**config.mk**
```make
export PLATFORM = sky130hd
export DESIGN_NAME = prime_query_unit
export DESIGN_NICKNAME = d
export VERILOG_FILES = /design/src/pqu_pkg.sv /design/src/pqu_prime_test.sv /design/src/pqu_datapath.sv /design/src/pqu_ctrl.sv /design/src/prime_query_unit.sv
export SDC_FILE = /design/constraint.sdc
export NUM_CORES = 1
export LEC_CHECK = 0
export BUFFER_PORTS_ARGS = -buffer_cell sky130_fd_sc_hd__buf_2
export CORE_ASPECT_RATIO = 0.5
export CORE_UTILIZATION = 30
export CTS_CLUSTER_DIAMETER = 30
export CTS_CLUSTER_SIZE = 8
export DETAILED_ROUTE_END_ITERATION = 12
export HOLD_SLACK_MARGIN = 0.12
export PLACE_DENSITY = 0.53
export RECOVER_POWER = 50
export SLEW_MARGIN = 40
export SYNTH_ARGS = -nofsm -noshare
export SYNTH_HDL_FRONTEND = slang
export SYNTH_SLANG_ARGS = --single-unit
```
**constraint.sdc**
```tcl
create_clock -name clock -period 6.82 [get_ports clock]
set_clock_uncertainty 0.15 [all_clocks]
set_input_delay 1.364 -clock clock [delete_from_list [all_inputs] [get_ports clock]]
set_output_delay 1.364 -clock clock [all_outputs]
set_load 0.01 [all_outputs]
```
**src/pqu_pkg.sv**
```systemverilog
package pqu_pkg;

   localparam int DEFAULT_WIDTH = 16;
   localparam int OP_W = 3;
   localparam int OPERAND_W = 16;
   localparam int VALUE_W = 16;
   localparam int STATUS_W = 2;
   localparam int IN_DATA_W = 40;
   localparam int OUT_DATA_W = 24;

   typedef enum logic [OP_W-1:0] {
      OP_IS_PRIME     = 3'd0,
      OP_NEXT_PRIME   = 3'd1,
      OP_COUNT_PRIMES = 3'd2,
      OP_IS_TWIN      = 3'd3,
      OP_NEXT_TWIN    = 3'd4,
      OP_LARGEST_TWIN = 3'd5
   } op_type;

   typedef enum logic [STATUS_W-1:0] {
      ST_OK   = 2'd0,
      ST_NONE = 2'd1,
      ST_OVER = 2'd2
   } status_type;

   // which number the primality unit is handed
   typedef enum logic [1:0] {
      SEL_I      = 2'd0,
      SEL_PLUS2  = 2'd1,
      SEL_MINUS2 = 2'd2
   } tsel_type;

   typedef enum logic [1:0] {
      INIT_A  = 2'd0,
      INIT_A1 = 2'd1,
      INIT_B  = 2'd2
   } init_sel_type;

   typedef enum logic [3:0] {
      CS_IDLE,
      CS_DISPATCH,
      CS_LOOP,
      CS_TEST,
      CS_WAIT_N,
      CS_WAIT_P2,
      CS_WAIT_M2,
      CS_ACT,
      CS_EMIT
   } ctrl_state_type;

   typedef enum logic [1:0] {
      TS_IDLE,
      TS_CHECK,
      TS_DIV
   } tst_state_type;

   typedef struct packed {
      logic         load;
      logic         init_i;
      init_sel_type init_sel;
      logic         inc_i;
      logic         dec_i;
      logic         start_test;
      tsel_type     test_sel;
      logic         verdict_wr;
      logic         verdict_val;
      logic         set_answer;
      logic         set_value;
      logic         count_inc;
      logic         status_wr;
      status_type   status_val;
      logic         emit;
   } ctrl_cmd_type;

   typedef struct packed {
      logic [OP_W-1:0] op;
      logic            test_done;
      logic            test_prime;
      logic            verdict;
      logic            i_over_lim;
      logic            i_over_b;
      logic            i_eq_a;
      logic            a_over_b;
   } dp_status_type;

endpackage

```
**src/pqu_prime_test.sv**
```systemverilog
module pqu_prime_test
   import pqu_pkg::*;
#(
   parameter int NW = DEFAULT_WIDTH + 1
) (
   input  logic          clock,
   input  logic          reset,
   input  logic          start,
   input  logic [NW-1:0] n,
   output logic          done,
   output logic          prime
);

   localparam int DW = (NW + 1) / 2 + 1;
   localparam int SW = NW + 2;
   localparam int KW = $clog2(NW);

   tst_state_type state_ff, state_in;
   logic [NW-1:0] n_ff;
   logic [DW-1:0] d_ff;
   logic [SW-1:0] sq_ff;
   logic [DW-1:0] rem_ff;
   logic [KW-1:0] k_ff;
   logic          done_ff, done_in;
   logic          prime_ff, prime_in;

   logic [DW:0]   trial;
   logic          fits;
   logic [DW-1:0] rem_next;
   logic          n_small;
   logic          sq_over;
   logic          last_bit;

   // one remainder bit per cycle, msb first
   assign trial    = {rem_ff, n_ff[k_ff]};
   assign fits     = trial >= {1'b0, d_ff};
   assign rem_next = fits ? DW'(trial - {1'b0, d_ff}) : DW'(trial);
   assign n_small  = n < NW'(2);
   assign sq_over  = sq_ff > SW'(n_ff);
   assign last_bit = k_ff == '0;

   always_comb begin
      state_in = state_ff;
      case (state_ff)
         TS_IDLE: begin
            if (start && !n_small) state_in = TS_CHECK;
         end
         TS_CHECK: begin
            state_in = sq_over ? TS_IDLE : TS_DIV;
         end
         TS_DIV: begin
            if (last_bit) state_in = (rem_next == '0) ? TS_IDLE : TS_CHECK;
         end
         default: state_in = TS_IDLE;
      endcase
   end

   always_comb begin
      done_in  = 1'b0;
      prime_in = prime_ff;
      case (state_ff)
         TS_IDLE: begin
            if (start && n_small) begin
               done_in  = 1'b1;
               prime_in = 1'b0;
            end
         end
         TS_CHECK: begin
            if (sq_over) begin
               done_in  = 1'b1;
               prime_in = 1'b1;
            end
         end
         TS_DIV: begin
            if (last_bit && rem_next == '0) begin
               done_in  = 1'b1;
               prime_in = 1'b0;
            end
         end
         default: done_in = 1'b0;
      endcase
   end

   always_ff @(posedge clock) begin
      if (reset) begin
         state_ff <= TS_IDLE;
         done_ff  <= 1'b0;
         prime_ff <= 1'b0;
      end else begin
         state_ff <= state_in;
         done_ff  <= done_in;
         prime_ff <= prime_in;
      end
   end

   always_ff @(posedge clock) begin
      case (state_ff)
         TS_IDLE: begin
            if (start) begin
               n_ff  <= n;
               d_ff  <= DW'(2);
               sq_ff <= SW'(4);
            end
         end
         TS_CHECK: begin
            rem_ff <= '0;
            k_ff   <= KW'(NW - 1);
         end
         TS_DIV: begin
            rem_ff <= rem_next;
            k_ff   <= k_ff - 1'b1;
            if (last_bit) begin
               // (d+1)^2 = d^2 + 2d + 1
               d_ff  <= d_ff + 1'b1;
               sq_ff <= sq_ff + SW'({d_ff, 1'b1});
            end
         end
         default: rem_ff <= rem_ff;
      endcase
   end

   assign done  = done_ff;
   assign prime = prime_ff;

endmodule

```
**src/pqu_datapath.sv**
```systemverilog
module pqu_datapath
   import pqu_pkg::*;
#(
   parameter int WIDTH = DEFAULT_WIDTH
) (
   input  logic                 clock,
   input  logic                 reset,
   input  ctrl_cmd_type         cmd,
   input  logic [OP_W-1:0]      req_op,
   input  logic [OPERAND_W-1:0] req_operand_a,
   input  logic [OPERAND_W-1:0] req_operand_b,
   output dp_status_type        status,
   output logic [VALUE_W-1:0]   value,
   output logic                 answer,
   output status_type           result_status
);

   localparam int NW = WIDTH + 1;

   logic [OP_W-1:0]    op_ff;
   logic [WIDTH-1:0]   a_ff;
   logic [WIDTH-1:0]   b_ff;
   logic [NW-1:0]      i_ff;
   logic               verdict_ff;
   logic [VALUE_W-1:0] value_ff;
   logic               answer_ff;
   status_type         status_ff;

   logic [NW-1:0] test_n;
   logic [NW-1:0] i_init;
   logic          test_done;
   logic          test_prime;

   always_comb begin
      case (cmd.test_sel)
         SEL_I:      test_n = i_ff;
         SEL_PLUS2:  test_n = i_ff + NW'(2);
         SEL_MINUS2: test_n = i_ff - NW'(2);
         default:    test_n = i_ff;
      endcase
   end

   always_comb begin
      case (cmd.init_sel)
         INIT_A:  i_init = NW'(a_ff);
         INIT_A1: i_init = NW'(a_ff) + 1'b1;
         INIT_B:  i_init = NW'(b_ff);
         default: i_init = NW'(a_ff);
      endcase
   end

   pqu_prime_test #(
      .NW(NW)
   ) u_prime_test (
      .clock(clock),
      .reset(reset),
      .start(cmd.start_test),
      .n(test_n),
      .done(test_done),
      .prime(test_prime)
   );

   always_ff @(posedge clock) begin
      if (cmd.load) begin
         op_ff     <= req_op;
         a_ff      <= WIDTH'(req_operand_a);
         b_ff      <= WIDTH'(req_operand_b);
         value_ff  <= '0;
         answer_ff <= 1'b0;
         status_ff <= ST_OK;
      end else begin
         if (cmd.set_value)  value_ff  <= VALUE_W'(i_ff);
         if (cmd.count_inc)  value_ff  <= value_ff + 1'b1;
         if (cmd.set_answer) answer_ff <= verdict_ff;
         if (cmd.status_wr)  status_ff <= cmd.status_val;
      end
      if (cmd.init_i) begin
         i_ff <= i_init;
      end else if (cmd.inc_i) begin
         i_ff <= i_ff + 1'b1;
      end else if (cmd.dec_i) begin
         i_ff <= i_ff - 1'b1;
      end
      if (cmd.verdict_wr) verdict_ff <= cmd.verdict_val;
   end

   always_comb begin
      status.op         = op_ff;
      status.test_done  = test_done;
      status.test_prime = test_prime;
      status.verdict    = verdict_ff;
      // i never exceeds the largest operand value plus one
      status.i_over_lim = i_ff[NW-1];
      status.i_over_b   = i_ff > NW'(b_ff);
      status.i_eq_a     = i_ff == NW'(a_ff);
      status.a_over_b   = a_ff > b_ff;
   end

   assign value         = value_ff;
   assign answer        = answer_ff;
   assign result_status = status_ff;

endmodule

```
**src/pqu_ctrl.sv**
```systemverilog
module pqu_ctrl
   import pqu_pkg::*;
(
   input  logic          clock,
   input  logic          reset,
   input  logic          req_valid,
   input  logic          out_free,
   input  dp_status_type status,
   output logic          req_ready,
   output ctrl_cmd_type  cmd
);

   ctrl_state_type state_ff, state_in;
   logic           twin_op;
   logic           count_op;

   assign twin_op  = status.op inside {OP_IS_TWIN, OP_NEXT_TWIN, OP_LARGEST_TWIN};
   assign count_op = status.op == OP_COUNT_PRIMES;

   always_comb begin
      state_in = state_ff;
      case (state_ff)
         CS_IDLE: begin
            if (req_valid) state_in = CS_DISPATCH;
         end
         CS_DISPATCH: begin
            case (status.op)
               OP_IS_PRIME, OP_IS_TWIN:                        state_in = CS_TEST;
               OP_NEXT_PRIME, OP_NEXT_TWIN, OP_COUNT_PRIMES:   state_in = CS_LOOP;
               OP_LARGEST_TWIN: state_in = status.a_over_b ? CS_EMIT : CS_TEST;
               default:                                        state_in = CS_EMIT;
            endcase
         end
         CS_LOOP: begin
            if (count_op) state_in = status.i_over_b ? CS_EMIT : CS_TEST;
            else          state_in = status.i_over_lim ? CS_EMIT : CS_TEST;
         end
         CS_TEST: state_in = CS_WAIT_N;
         CS_WAIT_N: begin
            if (status.test_done) begin
               state_in = (!status.test_prime || !twin_op) ? CS_ACT : CS_WAIT_P2;
            end
         end
         CS_WAIT_P2: begin
            if (status.test_done) state_in = status.test_prime ? CS_ACT : CS_WAIT_M2;
         end
         CS_WAIT_M2: begin
            if (status.test_done) state_in = CS_ACT;
         end
         CS_ACT: begin
            case (status.op)
               OP_IS_PRIME, OP_IS_TWIN:     state_in = CS_EMIT;
               OP_NEXT_PRIME, OP_NEXT_TWIN: state_in = status.verdict ? CS_EMIT : CS_LOOP;
               OP_COUNT_PRIMES:             state_in = CS_LOOP;
               OP_LARGEST_TWIN: begin
                  state_in = (status.verdict || status.i_eq_a) ? CS_EMIT : CS_TEST;
               end
               default:                     state_in = CS_EMIT;
            endcase
         end
         CS_EMIT: begin
            if (out_free) state_in = CS_IDLE;
         end
         default: state_in = CS_IDLE;
      endcase
   end

   always_comb begin
      cmd       = '0;
      req_ready = 1'b0;
      case (state_ff)
         CS_IDLE: begin
            req_ready = 1'b1;
            cmd.load  = req_valid;
         end
         CS_DISPATCH: begin
            case (status.op)
               OP_IS_PRIME, OP_IS_TWIN, OP_COUNT_PRIMES: begin
                  cmd.init_i   = 1'b1;
                  cmd.init_sel = INIT_A;
               end
               OP_NEXT_PRIME, OP_NEXT_TWIN: begin
                  cmd.init_i   = 1'b1;
                  cmd.init_sel = INIT_A1;
               end
               OP_LARGEST_TWIN: begin
                  if (status.a_over_b) begin
                     cmd.status_wr  = 1'b1;
                     cmd.status_val = ST_NONE;
                  end else begin
                     cmd.init_i   = 1'b1;
                     cmd.init_sel = INIT_B;
                  end
               end
               default: cmd.init_i = 1'b0;
            endcase
         end
         CS_LOOP: begin
            // searched past the top of the operand range
            if (!count_op && status.i_over_lim) begin
               cmd.status_wr  = 1'b1;
               cmd.status_val = ST_OVER;
            end
         end
         CS_TEST: begin
            cmd.start_test = 1'b1;
            cmd.test_sel   = SEL_I;
         end
         CS_WAIT_N: begin
            if (status.test_done) begin
               if (!status.test_prime || !twin_op) begin
                  cmd.verdict_wr  = 1'b1;
                  cmd.verdict_val = status.test_prime;
               end else begin
                  cmd.start_test = 1'b1;
                  cmd.test_sel   = SEL_PLUS2;
               end
            end
         end
         CS_WAIT_P2: begin
            if (status.test_done) begin
               if (status.test_prime) begin
                  cmd.verdict_wr  = 1'b1;
                  cmd.verdict_val = 1'b1;
               end else begin
                  cmd.start_test = 1'b1;
                  cmd.test_sel   = SEL_MINUS2;
               end
            end
         end
         CS_WAIT_M2: begin
            if (status.test_done) begin
               cmd.verdict_wr  = 1'b1;
               cmd.verdict_val = status.test_prime;
            end
         end
         CS_ACT: begin
            case (status.op)
               OP_IS_PRIME, OP_IS_TWIN: cmd.set_answer = 1'b1;
               OP_NEXT_PRIME, OP_NEXT_TWIN: begin
                  if (status.verdict) cmd.set_value = 1'b1;
                  else                cmd.inc_i     = 1'b1;
               end
               OP_COUNT_PRIMES: begin
                  cmd.count_inc = status.verdict;
                  cmd.inc_i     = 1'b1;
               end
               OP_LARGEST_TWIN: begin
                  if (status.verdict) begin
                     cmd.set_value = 1'b1;
                  end else if (status.i_eq_a) begin
                     cmd.status_wr  = 1'b1;
                     cmd.status_val = ST_NONE;
                  end else begin
                     cmd.dec_i = 1'b1;
                  end
               end
               default: cmd.set_answer = 1'b0;
            endcase
         end
         CS_EMIT: cmd.emit = out_free;
         default: req_ready = 1'b0;
      endcase
   end

   always_ff @(posedge clock) begin
      if (reset) state_ff <= CS_IDLE;
      else       state_ff <= state_in;
   end

endmodule

```
**src/prime_query_unit.sv**
```systemverilog
// Number-theory query engine. Each request transfer carries an opcode and two unsigned
// operands and yields exactly one response transfer: primality test, next prime above a,
// prime count over [a, b], twin-prime test, next twin prime above a, and largest twin
// prime in [a, b]. One request is worked at a time; a new request is taken while the
// previous response still waits in the output register. The run time is set by the
// trial-division unit: testing n tries each divisor d from 2 while d*d <= n, and each
// trial divisor costs one pass of the bit-serial remainder unit plus a square check.
// A twin test runs up to three such tests, and the search and range ops repeat the
// test once per candidate, with loop control between candidates. Unused opcodes
// answer all zeros.
module prime_query_unit
   import pqu_pkg::*;
#(
   parameter int WIDTH = DEFAULT_WIDTH
) (
   input  logic                  clock,
   input  logic                  reset,
   input  logic                  req_tvalid,
   output logic                  req_tready,
   input  logic [IN_DATA_W-1:0]  req_tdata,   // op[2:0], operand_a[18:3], operand_b[34:19]
   output logic                  rsp_tvalid,
   input  logic                  rsp_tready,
   output logic [OUT_DATA_W-1:0] rsp_tdata    // value[15:0], answer[16], status[18:17]
);

   ctrl_cmd_type        cmd;
   dp_status_type       dp_status;
   logic [VALUE_W-1:0]  value;
   logic                answer;
   status_type          result_status;
   logic                out_free;
   logic                rsp_valid_ff;
   logic [OUT_DATA_W-1:0] rsp_data_ff;

   // output register frees when empty or being drained this cycle
   assign out_free = !rsp_valid_ff || rsp_tready;

   pqu_ctrl u_ctrl (
      .clock(clock),
      .reset(reset),
      .req_valid(req_tvalid),
      .out_free(out_free),
      .status(dp_status),
      .req_ready(req_tready),
      .cmd(cmd)
   );

   pqu_datapath #(
      .WIDTH(WIDTH)
   ) u_datapath (
      .clock(clock),
      .reset(reset),
      .cmd(cmd),
      .req_op(req_tdata[OP_W-1:0]),
      .req_operand_a(req_tdata[OP_W+OPERAND_W-1:OP_W]),
      .req_operand_b(req_tdata[OP_W+2*OPERAND_W-1:OP_W+OPERAND_W]),
      .status(dp_status),
      .value(value),
      .answer(answer),
      .result_status(result_status)
   );

   always_ff @(posedge clock) begin
      if (reset) begin
         rsp_valid_ff <= 1'b0;
      end else if (cmd.emit) begin
         rsp_valid_ff <= 1'b1;
      end else if (rsp_tready) begin
         rsp_valid_ff <= 1'b0;
      end
   end

   always_ff @(posedge clock) begin
      if (cmd.emit) begin
         rsp_data_ff <= OUT_DATA_W'({result_status, answer, value});
      end
   end

   assign rsp_tvalid = rsp_valid_ff;
   assign rsp_tdata  = rsp_data_ff;

endmodule
```
== After elaboration in Yosys (flattened, before gate mapping) ==
Index checks and enable logic that the tools add are counted.

* Input port bits: 44
* Bits in latches: 0
* Bits in registers: 161
* Bits in read-only memories: 0
* Logic and storage cells: 183
* Memories kept: 0
* RAM bits: 0
* Output and inout port bits: 26

* Add/subtract/negate cells: 10
* $lt $le $gt $ge: 6
* Bitwise logic cells: 0
* Equal/unequal tests: 31
* Reductions and logical operators: 34
* Shifts and indexed selects: 0
* Div/mod/pow operators: 0
* Multipliers: 0
* Mux-type cells: 83

{| class="wikitable"
|+ Operators by type and width
! cell !! count
|-
| $pmux 17 s2 || 2
|-
| $mux 17 || 3
|-
| $mux 4 || 11
|-
| $pmux 10 s2 || 2
|-
| $mux 19 || 2
|-
| $pmux 19 s2 || 1
|-
| $pmux 4 s9 || 1
|-
| $mux 3 || 11
|-
| $mux 16 || 2
|-
| $mux 10 || 3
|-
| $pmux 4 s3 || 2
|-
| $mux 1 || 22
|-
| $add 19x11->19 || 1
|-
| $gt 19x17->1 || 1
|-
| $pmux 3 s3 || 2
|-
| $add 16x1->17 const B || 1
|-
| $add 17x1->17 const B || 1
|-
| $add 17x2->17 const B || 1
|-
| $eq 17x16->1 || 1
|-
| $gt 17x16->1 || 1
|-
| $lt 17x2->1 const B || 1
|-
| $sub 17x1->17 const B || 1
|-
| $sub 17x2->17 const B || 1
|-
| $add 16x1->16 const B || 1
|-
| other kinds (42) || 89
|}

== Longest topological paths before layout ==
Gate-level depths: netlist of the first run.

* Word-level depth: 14
* Gate-level depth with buffers: 22
* Mapped depth without buffers: 17

== Modules after synthesis ==
Synthesis of the first run repeated with hierarchy kept, for this count alone.

* Cell total of the unflattened synthesis: 1311
* Area total of the unflattened synthesis: 12135.4 um^2

{| class="wikitable"
|+ Modules (own cells, without submodules)
! module !! instances !! area each (um^2) !! sequential area each (um^2) !! cells an instance
|-
| pqu_datapath || 1 || 6369.9 || 1971.9 || 754
|-
| pqu_prime_test || 1 || 4433.0 || 1911.8 || 429
|-
| pqu_ctrl || 1 || 674.4 || 80.1 || 99
|-
| prime_query_unit || 1 || 658.1 || 590.6 || 29
|}

== Least setup slack after synthesis of the first run ==
No wires, ideal clock.

* Path kind: reg-to-reg
* From: register u_ctrl.state_ff[2]
* To: register u_datapath.u_prime_test.prime_ff, in the netlist u_datapath.u_prime_test.prime
* Path slack: 1768 ps
* Clock period less this slack: 5052 ps
* Data required time: 6551 ps
* Buffers on the path: 4
* Setup time: 119 ps
* Stages on the path, launching flop included: 22
* Arrival time: 4783 ps
* Cells stage by stage: dfxtp_1 > inv_1 > nor2_1 > nand2_1 > nor3_1 > ha_1 > buf_2 > buf_2 > clkbuf_1 > buf_1 > xor2_1 > ha_1 > inv_1 > o32a_1 > a22o_1 > a21oi_1 > mux2i_1 > or4b_1 > a31o_1 > o41ai_2 > nand4b_1 > mux2i_1

* Longest elaborated chain between the ends: 8
* Elaborated cells between the ends (all ways): 11

{| class="wikitable"
|+ Ends and longest elaborated chain
! what !! line !! text
|-
| from (decl) || pqu_ctrl.sv:13 || <nowiki>ctrl_state_type state_ff, state_in;</nowiki>
|-
| from (signal assigned) || pqu_ctrl.sv:168 || <nowiki>else state_ff <= state_in;</nowiki>
|-
| $eq 4x3->1 / $eq 4x2->1 (equally long branches) || pqu_ctrl.sv:71 || <nowiki>case (state_ff)</nowiki>
|-
| $pmux 3 s3 * || pqu_ctrl.sv:71 ||
|-
| $eq 2x2->1 / $eq 2x1->1 (equally long branches) || pqu_datapath.sv:35 || <nowiki>case (cmd.test_sel)</nowiki>
|-
| $pmux 17 s2 || pqu_datapath.sv:35 ||
|-
| $lt 17x2->1 || pqu_prime_test.sv:38 || <nowiki>assign n_small = n < NW'(2);</nowiki>
|-
| $logic_and 1x1->1 * || pqu_prime_test.sv:63 || <nowiki>if (start && n_small) begin</nowiki>
|-
| $ne 2x2->1 (no source line) * || -- ||
|-
| $reduce_and 4->1 (no source line) * || -- ||
|-
| to (signal assigned) || pqu_prime_test.sv:92 || <nowiki>prime_ff <= prime_in;</nowiki>
|-
| to (decl) || pqu_prime_test.sv:25 || <nowiki>logic prime_ff, prime_in;</nowiki>
|}

Mark *: on every way between the ends. The rest lies on a longest branch, timed or not.
A chain may end at the register's enable or synchronous reset.

== Worst setup path after layout of the first run ==
* From: register u_ctrl.state_ff[2]
* To: register u_datapath.u_prime_test.state_ff[1]

* Longest elaborated chain between the ends: 9
* Elaborated cells between the ends (all ways): 12

{| class="wikitable"
|+ Ends and longest elaborated chain
! what !! line !! text
|-
| $eq 4x3->1 / $eq 4x2->1 (equally long branches) || pqu_ctrl.sv:71 ||
|-
| $pmux 3 s3 * || pqu_ctrl.sv:71 ||
|-
| $eq 2x2->1 / $eq 2x1->1 (equally long branches) || pqu_datapath.sv:35 ||
|-
| $pmux 17 s2 || pqu_datapath.sv:35 ||
|-
| $lt 17x2->1 || pqu_prime_test.sv:38 ||
|-
| $logic_not 1->1 || pqu_prime_test.sv:46 || <nowiki>if (start && !n_small) state_in = TS_CHECK;</nowiki>
|-
| $logic_and 1x1->1 * || pqu_prime_test.sv:46 ||
|-
| $ne 2x2->1 (no source line) * || -- ||
|-
| $reduce_and 2->1 (no source line) * || -- ||
|-
| to (signal assigned) || pqu_prime_test.sv:90 || <nowiki>state_ff <= state_in;</nowiki>
|-
| to (decl) || pqu_prime_test.sv:18 || <nowiki>tst_state_type state_ff, state_in;</nowiki>
|}

Marks and branches as above.

==> results of run 1 <==
cells in the final DEF, fill, tap and decap left out, types with 8 or more instances in the layout:
master,synthesis,final
nor4_1,12,12
nor2b_1,20,20
o21a_1,19,19
nor3_1,43,43
nor2_1,118,118
clkbuf_16,0,17
ha_1,97,96
a32oi_1,8,8
xor2_1,37,37
o31a_1,12,12
nand4_1,22,22
or3_1,15,15
nand3_1,39,38
inv_1,86,86
edfxtp_1,133,133
and3_1,8,8
o221ai_1,8,8
o211ai_1,8,8
o21ai_0,97,97
buf_2,3,56
or2_2,9,9
a21oi_1,92,91
nand2b_1,21,21
xnor2_1,37,37
o22ai_1,13,13
nand2_1,96,96
a211oi_1,24,24
dfxtp_1,28,28
a21o_1,19,19
mux2i_1,16,16
o31ai_1,11,11
state kept, by name, indices dropped and copies added, names as in the netlist:
name / count
u_datapath.b_ff: 16
u_datapath.u_prime_test.n_ff: 17
u_datapath.u_prime_test.prime: 1
u_datapath.u_prime_test.d_ff: 10
rsp_tdata: 19
u_datapath.u_prime_test.state_ff: 2
u_datapath.u_prime_test.k_ff: 5
u_datapath.u_prime_test.done: 1
u_datapath.i_ff: 17
u_datapath.op_ff: 3
u_datapath.u_prime_test.sq_ff: 19
u_ctrl.state_ff: 4
u_datapath.value: 16
rsp_tvalid: 1
u_datapath.answer: 1
u_datapath.result_status: 2
u_datapath.u_prime_test.rem_ff: 10
u_datapath.verdict_ff: 1
u_datapath.a_ff: 16
cell type report:
| class | instances | area [sq um] | area share [%] |
|---|---|---|---|
| repair buffers | 71 | 377.9 | 2.827 |
| clock inverters | 14 | 166.4 | 1.245 |
| multi-input cells | 1011 | 6833 | 51.13 |
| well taps | 530 | 663.1 | 4.962 |
| clock buffers | 18 | 439.2 | 3.286 |
| flip-flops and latches | 161 | 4554 | 34.08 |
| inverters | 88 | 330.3 | 2.472 |
where the power goes:
part / internal, mW / switching, mW / total, mW
registers: 1.36 / 0.392 / 1.75
clock network: 0.562 / 0.450 / 1.01
logic: 0.722 / 1.02 / 1.74
total: 2.64 / 1.86 / 4.50
kinds of logic (layout without fill, tap and decap cells):
family | Yosys count | count (layout) | synth area share [%]
AO/OA/AOI/OAI | 371 | 371 | 20.27
XOR/XNOR | 74 | 74 | 5.418
adder cells (fa/ha/maj) | 100 | 100 | 10.65
buffers and inverters | 153 | 191 | 5.084
flip-flops | 161 | 161 | 38.08
multiplexers | 24 | 24 | 2.469
other | 1 | 5 | 0.03135
AND/OR/NAND/NOR | 437 | 437 | 18.00
final timing paths:
check / cells past startpoint / endpoint / slack, ps / from
max: 16 / u_datapath.u_prime_test.state_ff[1]$_SDFFE_PP0P_ / 1710 / u_ctrl.state_ff[2]$_SDFFE_PP0P_
min: 0 / rsp_tdata[17]$_DFFE_PP_ / 280 / u_datapath.result_status[0]$_SDFFE_PP0P_
max reg2reg: 16 / u_datapath.u_prime_test.state_ff[1]$_SDFFE_PP0P_ / 1710 / u_ctrl.state_ff[2]$_SDFFE_PP0P_
min reg2reg: 0 / rsp_tdata[17]$_DFFE_PP_ / 280 / u_datapath.result_status[0]$_SDFFE_PP0P_
Yosys cell counts, types with 20 or more instances:
library cell,n
edfxtp_1,133
nor2_1,118
ha_1,97
o21ai_0,97
nand2_1,96
a21oi_1,92
inv_1,86
clkbuf_1,52
nor3_1,43
nand3_1,39
xnor2_1,37
xor2_1,37
dfxtp_1,28
a211oi_1,24
nand4_1,22
nand2b_1,21
nor2b_1,20
routing by layer:
layer	global-route usage, %	wire length (microns)	up-vias
met2	25.16	14150	188
met1	20.38	15050	4668
met5	0	0	-
met4	4.443	511	0
met3	3.227	1153	30
li1	-	-	4961
critical path, delay by kind of cell, from the launching register on:
kind / cells / cell delay, ps
buf+inv: 2 / 550
compound gates: 5 / 1220
simple gates: 8 / 2050
fa+ha+maj: 1 / 660
flops: 1 / 390
==> reports/metrics.cfg, run 1 <==
[critical_path]
arrival_ps=5320
critPathLaunchType=flop
cp_slowest_stage_delay_ps=660
worst-setup-path-type=reg2reg
crit_slowest_cell=ha_1
cp.required_ps=7030
crit_path_frequent_cell=nor3_1
cp-end-kind=flop
crit_path_max_fanout=34
crit_path_cell_trace=inv_1 -> nor2_1 -> nand2_1 -> nor3_1 -> ha_1 -> buf_4 -> and3b_1 -> a32oi_1 -> nor3_1 -> a311oi_1 -> a21oi_1 -> nor4bb_1 -> nand4b_1 -> nor4_1 -> o21ai_0 -> o31ai_1

[routing]
wirelength_microns=30860
num_vias=9847
ant_nets=0
route.detailed.drc=0
drt_pre_antenna_iters=5
wl_per_cell_microns=16.30
drt_first_iter_violations=642
viasPerCell=5.202

[synth]
synth_cells=1321
ys_types=80
synth_edf_count=133
post_synth_instance_area_sq_um=11960
synth.area.top_cells=edfxtp_1 33%, ha_1 10%, dfxtp_1 4.7%
synth_top_area_share_pct=33.39
async_flop_share_pct=0
synth_top_area_cell=edfxtp_1
yosysSeqAreaShare_pct=38.08
syn_area_per_cell_sq_um=9.055
yosys_warnings=0
ys_seq_elements=161
ys.flop_type=edfxtp_1

[timing]
fmax_mhz=195.8
tns_ps=0
drv_slew=88
setup_ws_ps=1714
final-setup-viol-count=0
fin_crit_sh_pct=74.87
fin_crit_ps=5106
finalHoldViolCount=0
max_slew_margin_pct=-89.85
worst_slew_pin_slew_ps=2848
rsz0062_at_grt=false
hold_slack_ps=284.7

[global_route]
grt_max_degree=55
grt_pass1_wl_microns=49220
grt_pass1_vias=9183
overflow=0
track_usage_pct=15.35
antenna_found_initial=0

[clock_tree]
cts.path.max_buffers=2
cts_sinks=161
ctsHoldBuffers=0
post_cts_buffers=0
ctsResizeCount=0
cts-root-buf=clkbuf_16
insertion_delay_ps=450
h-tree-depth=4
cts_tree=done
numCtsBuffers=17
clk_pin_slew_ps=70

[pwr]
pwr_density_cell_nw_per_um2=337.0
max-vdd-ir-drop_mv=0.2017
total_power_mw=4.504
p_leak_nw=4.954

[placed_design]
place_congestion=0.8611
place_ws_ps=1784
hpwl_microns=22560
io_buffers=59
place_inst=1859
placed_cell_area_sq_um=12750

[floorplanning]
die_w_microns=284.4
core-area_sq_um=39120
io_pins=70
die_height_microns=143.2
initial_core_util_pct=30.58
fp.dieArea_sq_um=40720
rows=51

[final_layout]
drive_gt1_share_pct=9.171
nets=1494
instances_no_fill=1893
fin_area_sq_um=13360
antennaDiodeCount=0
fillers=4053
utilization_pct=34.17
area_growth_pct=11.73

[job]
maxCapViolCount=2

[run_status]
violations=capacitance limit, slew limit
outcome=finished, violations left

[worst_hold_path]
hp-class=reg2reg

No activity file was read; power rests on OpenSTA's default activity.
==> inputs of run 2 (changes only) <==
- ABC_AREA: default -> 1
- clock period: 6.82 -> 4.8 ns (I/O delays scaled with it)
==> run 2 against run 1 <==
Compared with the run above: the run still ends with capacitance limit, slew limit left; via count rose by 7.8%; sequential share of layout area fell by 0.37 points; synthesized cell count rose by 22%; clock power rose by 35%; first-iteration DRC count rose by 4.7%; hold slack improved by 23 ps; non-clock buffer count did not move; combinational power rose by 76%; largest power group is now combinational cells.
==> reports/metrics.cfg, run 2 <==
[synth]
synthSimpleGateAreaFrac_pct=26.11
yosys_warnings=0
synth_most_common_cell=nand2_1
synth.mux.area_fraction_pct=0.08248
synth_xor_xnor_area_share_pct=2.454
synth_compound_area_share_pct=14.34
ys_types=54
synth.top_cells.by_count=385 x nand2_1, 215 x inv_1, 147 x nor2_1
syn_area_per_cell_sq_um=7.547
synth_edf_count=133
synthAdderAreaFrac_pct=10.50
synth_top_area_share_pct=32.91
synth_cells=1608
yosysSeqAreaShare_pct=37.53
async_flop_share_pct=0
synth_top_area_cell=edfxtp_1
post_synth_instance_area_sq_um=12140
ys_seq_elements=161
synth_top_family_by_area=simple AND/OR/NAND/NOR gates
synth.area.top_cells=edfxtp_1 33%, nand2_1 12%, ha_1 10%
ys.flop_type=edfxtp_1

[timing]
tns_ps=0
fmax_mhz=241.7
worst_slew_pin_slew_ps=2163
setup_ws_ps=661.9
fin_crit_sh_pct=86.21
max_slew_margin_pct=-45.02
rsz0062_at_grt=false
drv_slew=52
finalHoldViolCount=0
fin_crit_ps=4138
final-setup-viol-count=0

[critical_path]
critPathLaunchType=flop
cp.required_ps=4990
cp-end-kind=flop
worst-setup-path-type=reg2reg
arrival_ps=4330
crit_path_max_fanout=15

[floorplanning]
die_w_microns=286.4
io_pins=70
rows=51
core-area_sq_um=39370
die_height_microns=144.2
initial_core_util_pct=30.82
fp.dieArea_sq_um=41310

[final_layout]
area_growth_pct=11.34
antennaDiodeCount=0
layout_common_cells=385 x nand2_1, 215 x inv_1, 147 x nor2_1
drive_gt1_share_pct=7.228
nets=1805
final_common_cell=nand2_1
fillers=4172

[global_route]
overflow=0
grt_pass1_vias=10115
grt_max_degree=52
antenna_found_initial=0
grt_pass1_wl_microns=51840
track_usage_pct=15.85

[clock_tree]
cts_tree=done
ctsResizeCount=0
h-tree-depth=4
post_cts_buffers=0
insertion_delay_ps=460
numCtsBuffers=17
cts_sinks=161
clk_pin_slew_ps=70
cts-root-buf=clkbuf_16
cts.path.max_buffers=2
ctsHoldBuffers=0

[pwr]
max-vdd-ir-drop_mv=0.2705
p_leak_nw=5.919
pwr_density_cell_nw_per_um2=502.8

[routing]
route.detailed.drc=0
viasPerCell=4.815
wl_per_cell_microns=14.47
ant_nets=0
wirelength_microns=31890
drt_first_iter_violations=672
drt_pre_antenna_iters=5
num_vias=10612

[placed_design]
place_ws_ps=744.9
io_buffers=59
hpwl_microns=24850
place_congestion=0.8804

[job]
maxCapViolCount=1

[run_status]
violations=capacitance limit, slew limit
outcome=finished, violations left

[worst_hold_path]
hp-class=reg2reg

[run 2: changes by cell type after synthesis, sizes merged, moves of 20 or more]
| cell | previous run | this run |
|---|---|---|
| a21oi | 92 | 137 |
| clkbuf | 52 | 24 |
| inv | 86 | 225 |
| nand2 | 96 | 392 |
| nand2b | 21 | 0 |
| nand3 | 39 | 111 |
| nor2 | 118 | 158 |
| nor2b | 20 | 0 |
| xnor2 | 37 | 9 |
[run 2: logic make-up after synthesis]
kind of cell             after synthesis
flip-flops                           161
AO/OA/AOI/OAI                        306
buffers and inverters                268
other                                  1
adder cells (fa/ha/maj)              100
AND/OR/NAND/NOR                      737
XOR/XNOR                              34
multiplexers                           1
[run 2: final timing paths]
kind	to	cells after the start	slack (ps)	startpoint
max	u_datapath.u_prime_test.prime$_SDFFE_PP0P_	21	660	u_datapath.u_prime_test.k_ff[0]$_SDFFCE_PP0P_
min	rsp_tdata[17]$_DFFE_PP_	0	310	u_datapath.result_status[0]$_SDFFE_PP0P_
max reg2reg	u_datapath.u_prime_test.prime$_SDFFE_PP0P_	21	660	u_datapath.u_prime_test.k_ff[0]$_SDFFCE_PP0P_
min reg2reg	rsp_tdata[17]$_DFFE_PP_	0	310	u_datapath.result_status[0]$_SDFFE_PP0P_
[run 2: through the flow]
stage	cells	cell area (sq um)	util [%]	hold WS (ps)	power [mW]
floorplan	1612	12150	-	258.2	4.580
global placement	2172	12970	32.95	273.1	5.442
finish	2204	13510	34.32	307.6	6.794
detailed placement	2172	12980	32.97	295.2	5.459
global route	2204	13510	34.32	328.2	7.417
CTS	2204	13560	34.43	310.9	6.847
[run 2: report_power, final]
part           internal [mW]  switching (mW)
logic                   1.06            2.01
registers               1.97           0.393
clock network          0.730           0.633
[run 2: layer usage]
metal  track usage (%)  up-vias  part of all wire, %
met3             2.445       21                  3.8
met1             21.11     4846                   49
met4             3.743        0                  1.0
met5                 0        -                    0
li1                  -     5553                    -
met2             26.96      192                   46
[run 2: cell type report]
type | count | area, sq um | share of cell area [%]
clock buffers | 17 | 425.4 | 3.148
clock inverters | 15 | 151.4 | 1.120
inverters | 227 | 855.8 | 6.334
multi-input cells | 1183 | 6514 | 48.21
flip-flops and latches | 161 | 4554 | 33.71
well taps | 530 | 663.1 | 4.908
repair buffers | 71 | 347.8 | 2.574
[run 2: worst max-delay path, cell delays in order, from the launching register on]
cell	delay, ps
edfxtp_1	560
inv_1	220
nand2_1	100
nor2_1	90
inv_1	50
o21ai_0	280
nand2_1	100
ha_1	220
fa_1	420
o21ai_0	460
nand2_1	100
nand2_1	90
xor2_1	140
nand2_1	60
o21ai_1	130
nand2_1	120
nor2_1	130
nand3_1	180
a21oi_1	240
nand3_1	100
nand2_1	60
nor2_1	40
==> inputs of run 3 (changes only) <==
- CORE_UTILIZATION: 30 -> 50
- PLACE_DENSITY: 0.53 -> 0.75
==> run 3 against run 2 <==
Compared with the run above: the run still ends with capacitance limit, slew limit left; fmax increased by 0.19%; hold slack got worse by 17 ps; non-clock buffer count unchanged; utilization increased by 22 points; clock power decreased by 4%; wire length decreased by 8.2%; combinational power about the same; via count increased by 2.1%; sequential power about the same; setup slack improved by 7.8 ps; total power decreased by 1.1%; critical path depth increased by 2; largest cell class unchanged.
==> reports/metrics.cfg, run 3 (synthesis results as in run 2) <==
[clock_tree]
insertion_delay_ps=440
clk_pin_slew_ps=60
cts-root-buf=clkbuf_16
cts.path.max_buffers=2
cts_tree=done
post_cts_buffers=0
ctsHoldBuffers=0
numCtsBuffers=17
cts_sinks=161
ctsResizeCount=0
h-tree-depth=4

[final_layout]
fillers=2220
drive_gt1_share_pct=6.993
antennaDiodeCount=0
final_common_cell=nand2_1
nets=1805
layout_common_cells=385 x nand2_1, 215 x inv_1, 147 x nor2_1
area_growth_pct=8.908

[critical_path]
crit_path_max_fanout=15
cp_slowest_stage_delay_ps=570
cp.required_ps=4980
crit_slowest_cell=edfxtp_1
arrival_ps=4310
worst-setup-path-type=reg2reg
crit_path_frequent_cell=nand2_1
critPathLaunchType=flop
crit_path_cell_trace=inv_1 -> nand2_1 -> nand3_1 -> nand2_1 -> a21oi_1 -> o21ai_0 -> nand3_1 -> nand2_1 -> ha_1 -> fa_1 -> o21ai_0 -> nand2_1 -> nand2_1 -> xor2_1 -> nand2_1 -> o21ai_1 -> nand2_1 -> nor2_1 -> nand3_1 -> a21oi_1 -> nand3_1 -> nand2_1 -> nor2_1
cp-end-kind=flop

[pwr]
p_leak_nw=5.904
max-vdd-ir-drop_mv=0.3014
pwr_density_cell_nw_per_um2=508.2

[placed_design]
place_ws_ps=778.4
place_congestion=0.9316
hpwl_microns=22370
io_buffers=59

[routing]
ant_nets=0
num_vias=10836
wirelength_microns=29270
viasPerCell=5.473
route.detailed.drc=0
wl_per_cell_microns=14.78
drt_first_iter_violations=852
drt_pre_antenna_iters=7

[floorplanning]
core-area_sq_um=23320
rows=39
die_w_microns=222.3
initial_core_util_pct=52.03
io_pins=70
die_height_microns=112.2
fp.dieArea_sq_um=24940

[timing]
setup_ws_ps=669.7
worst_slew_pin_slew_ps=2731
fin_crit_ps=4130
fin_crit_sh_pct=86.05
tns_ps=0
max_slew_margin_pct=-82.07
final-setup-viol-count=0
rsz0062_at_grt=false
fmax_mhz=242.1
drv_slew=51
finalHoldViolCount=0

[global_route]
grt_pass1_wl_microns=48160
grt_max_degree=51
antenna_found_initial=0
overflow=0
grt_pass1_vias=10027
track_usage_pct=24.21

[run_status]
violations=capacitance limit, slew limit
outcome=finished, violations left

[worst_hold_path]
hp-class=reg2reg

[job]
maxCapViolCount=1

[run 3: cell types whose count changed in the layout (fill, tap and decap cells not counted), moves of 2 or more]
cell and delta:
clkinv_1 +2, clkinvlp_4 +2, clkinv_4 -3, clkbuf_1 +2, inv_6 -4
[run 3: worst max-delay path: cells and delay by family, from the launching register on]
kind | cells | cell delay, ps
and+or+nand+nor | 14 | 1230
buffers and inverters | 1 | 220
AOI/OAI and AO/OA | 5 | 1090
DFF | 1 | 570
adders and majority gates | 2 | 610
xor gates and xnor gates | 1 | 140
[run 3: per-layer routing]
layer / up-vias / track usage, % / share of wire [%]
met1: 4924 / 32.31 / 48
li1: 5536 / - / -
met5: - / 0 / 0
met2: 328 / 39.35 / 44
met3: 48 / 4.634 / 5.5
met4: 0 / 8.796 / 2.6
[run 3: path summary, 6_finish.rpt]
path,startpoint,end,cells past startpoint,slack [ps]
worst max register to register,u_datapath.u_prime_test.k_ff[0]$_SDFFCE_PP0P_,u_datapath.u_prime_test.prime$_SDFFE_PP0P_,23,670
worst min register to register,u_datapath.result_status[0]$_SDFFE_PP0P_,rsp_tdata[17]$_DFFE_PP_,0,290
worst max-delay path,u_datapath.u_prime_test.k_ff[0]$_SDFFCE_PP0P_,u_datapath.u_prime_test.prime$_SDFFE_PP0P_,23,670
worst min-delay path,u_datapath.result_status[0]$_SDFFE_PP0P_,rsp_tdata[17]$_DFFE_PP_,0,290
[run 3: report_power, final]
group / switching [mW] / internal (mW)
Sequential: 0.386 / 1.97
Combinational: 1.99 / 1.06
Clock: 0.559 / 0.751
Total: 2.94 / 3.78
[run 3: per-stage QoR]
| step | util, % | std cells | cell area [sq um] | total power, mW | hold WS [ps] |
|---|---|---|---|---|---|
| after global placement | 54.42 | 1949 | 12690 | 5.298 | 286.8 |
| after floorplan | - | 1612 | 12150 | 4.580 | 258.2 |
| after detailed placement | 54.44 | 1949 | 12700 | 5.363 | 278.0 |
| after global routing | 56.66 | 1980 | 13220 | 7.276 | 302.2 |
| after CTS | 56.83 | 1980 | 13260 | 6.695 | 293.1 |
| final | 56.66 | 1980 | 13220 | 6.717 | 291.1 |
[run 3: final cells by class]
class | count | area [sq um] | area share, %
clock inverter | 10 | 86.33 | 0.6532
inverter | 227 | 854.6 | 6.466
clock buffer | 21 | 471.7 | 3.569
sequential | 161 | 4554 | 34.46
multi-input combinational | 1183 | 6520 | 49.33
tap | 307 | 384.1 | 2.906
timing repair buffer | 71 | 345.3 | 2.613
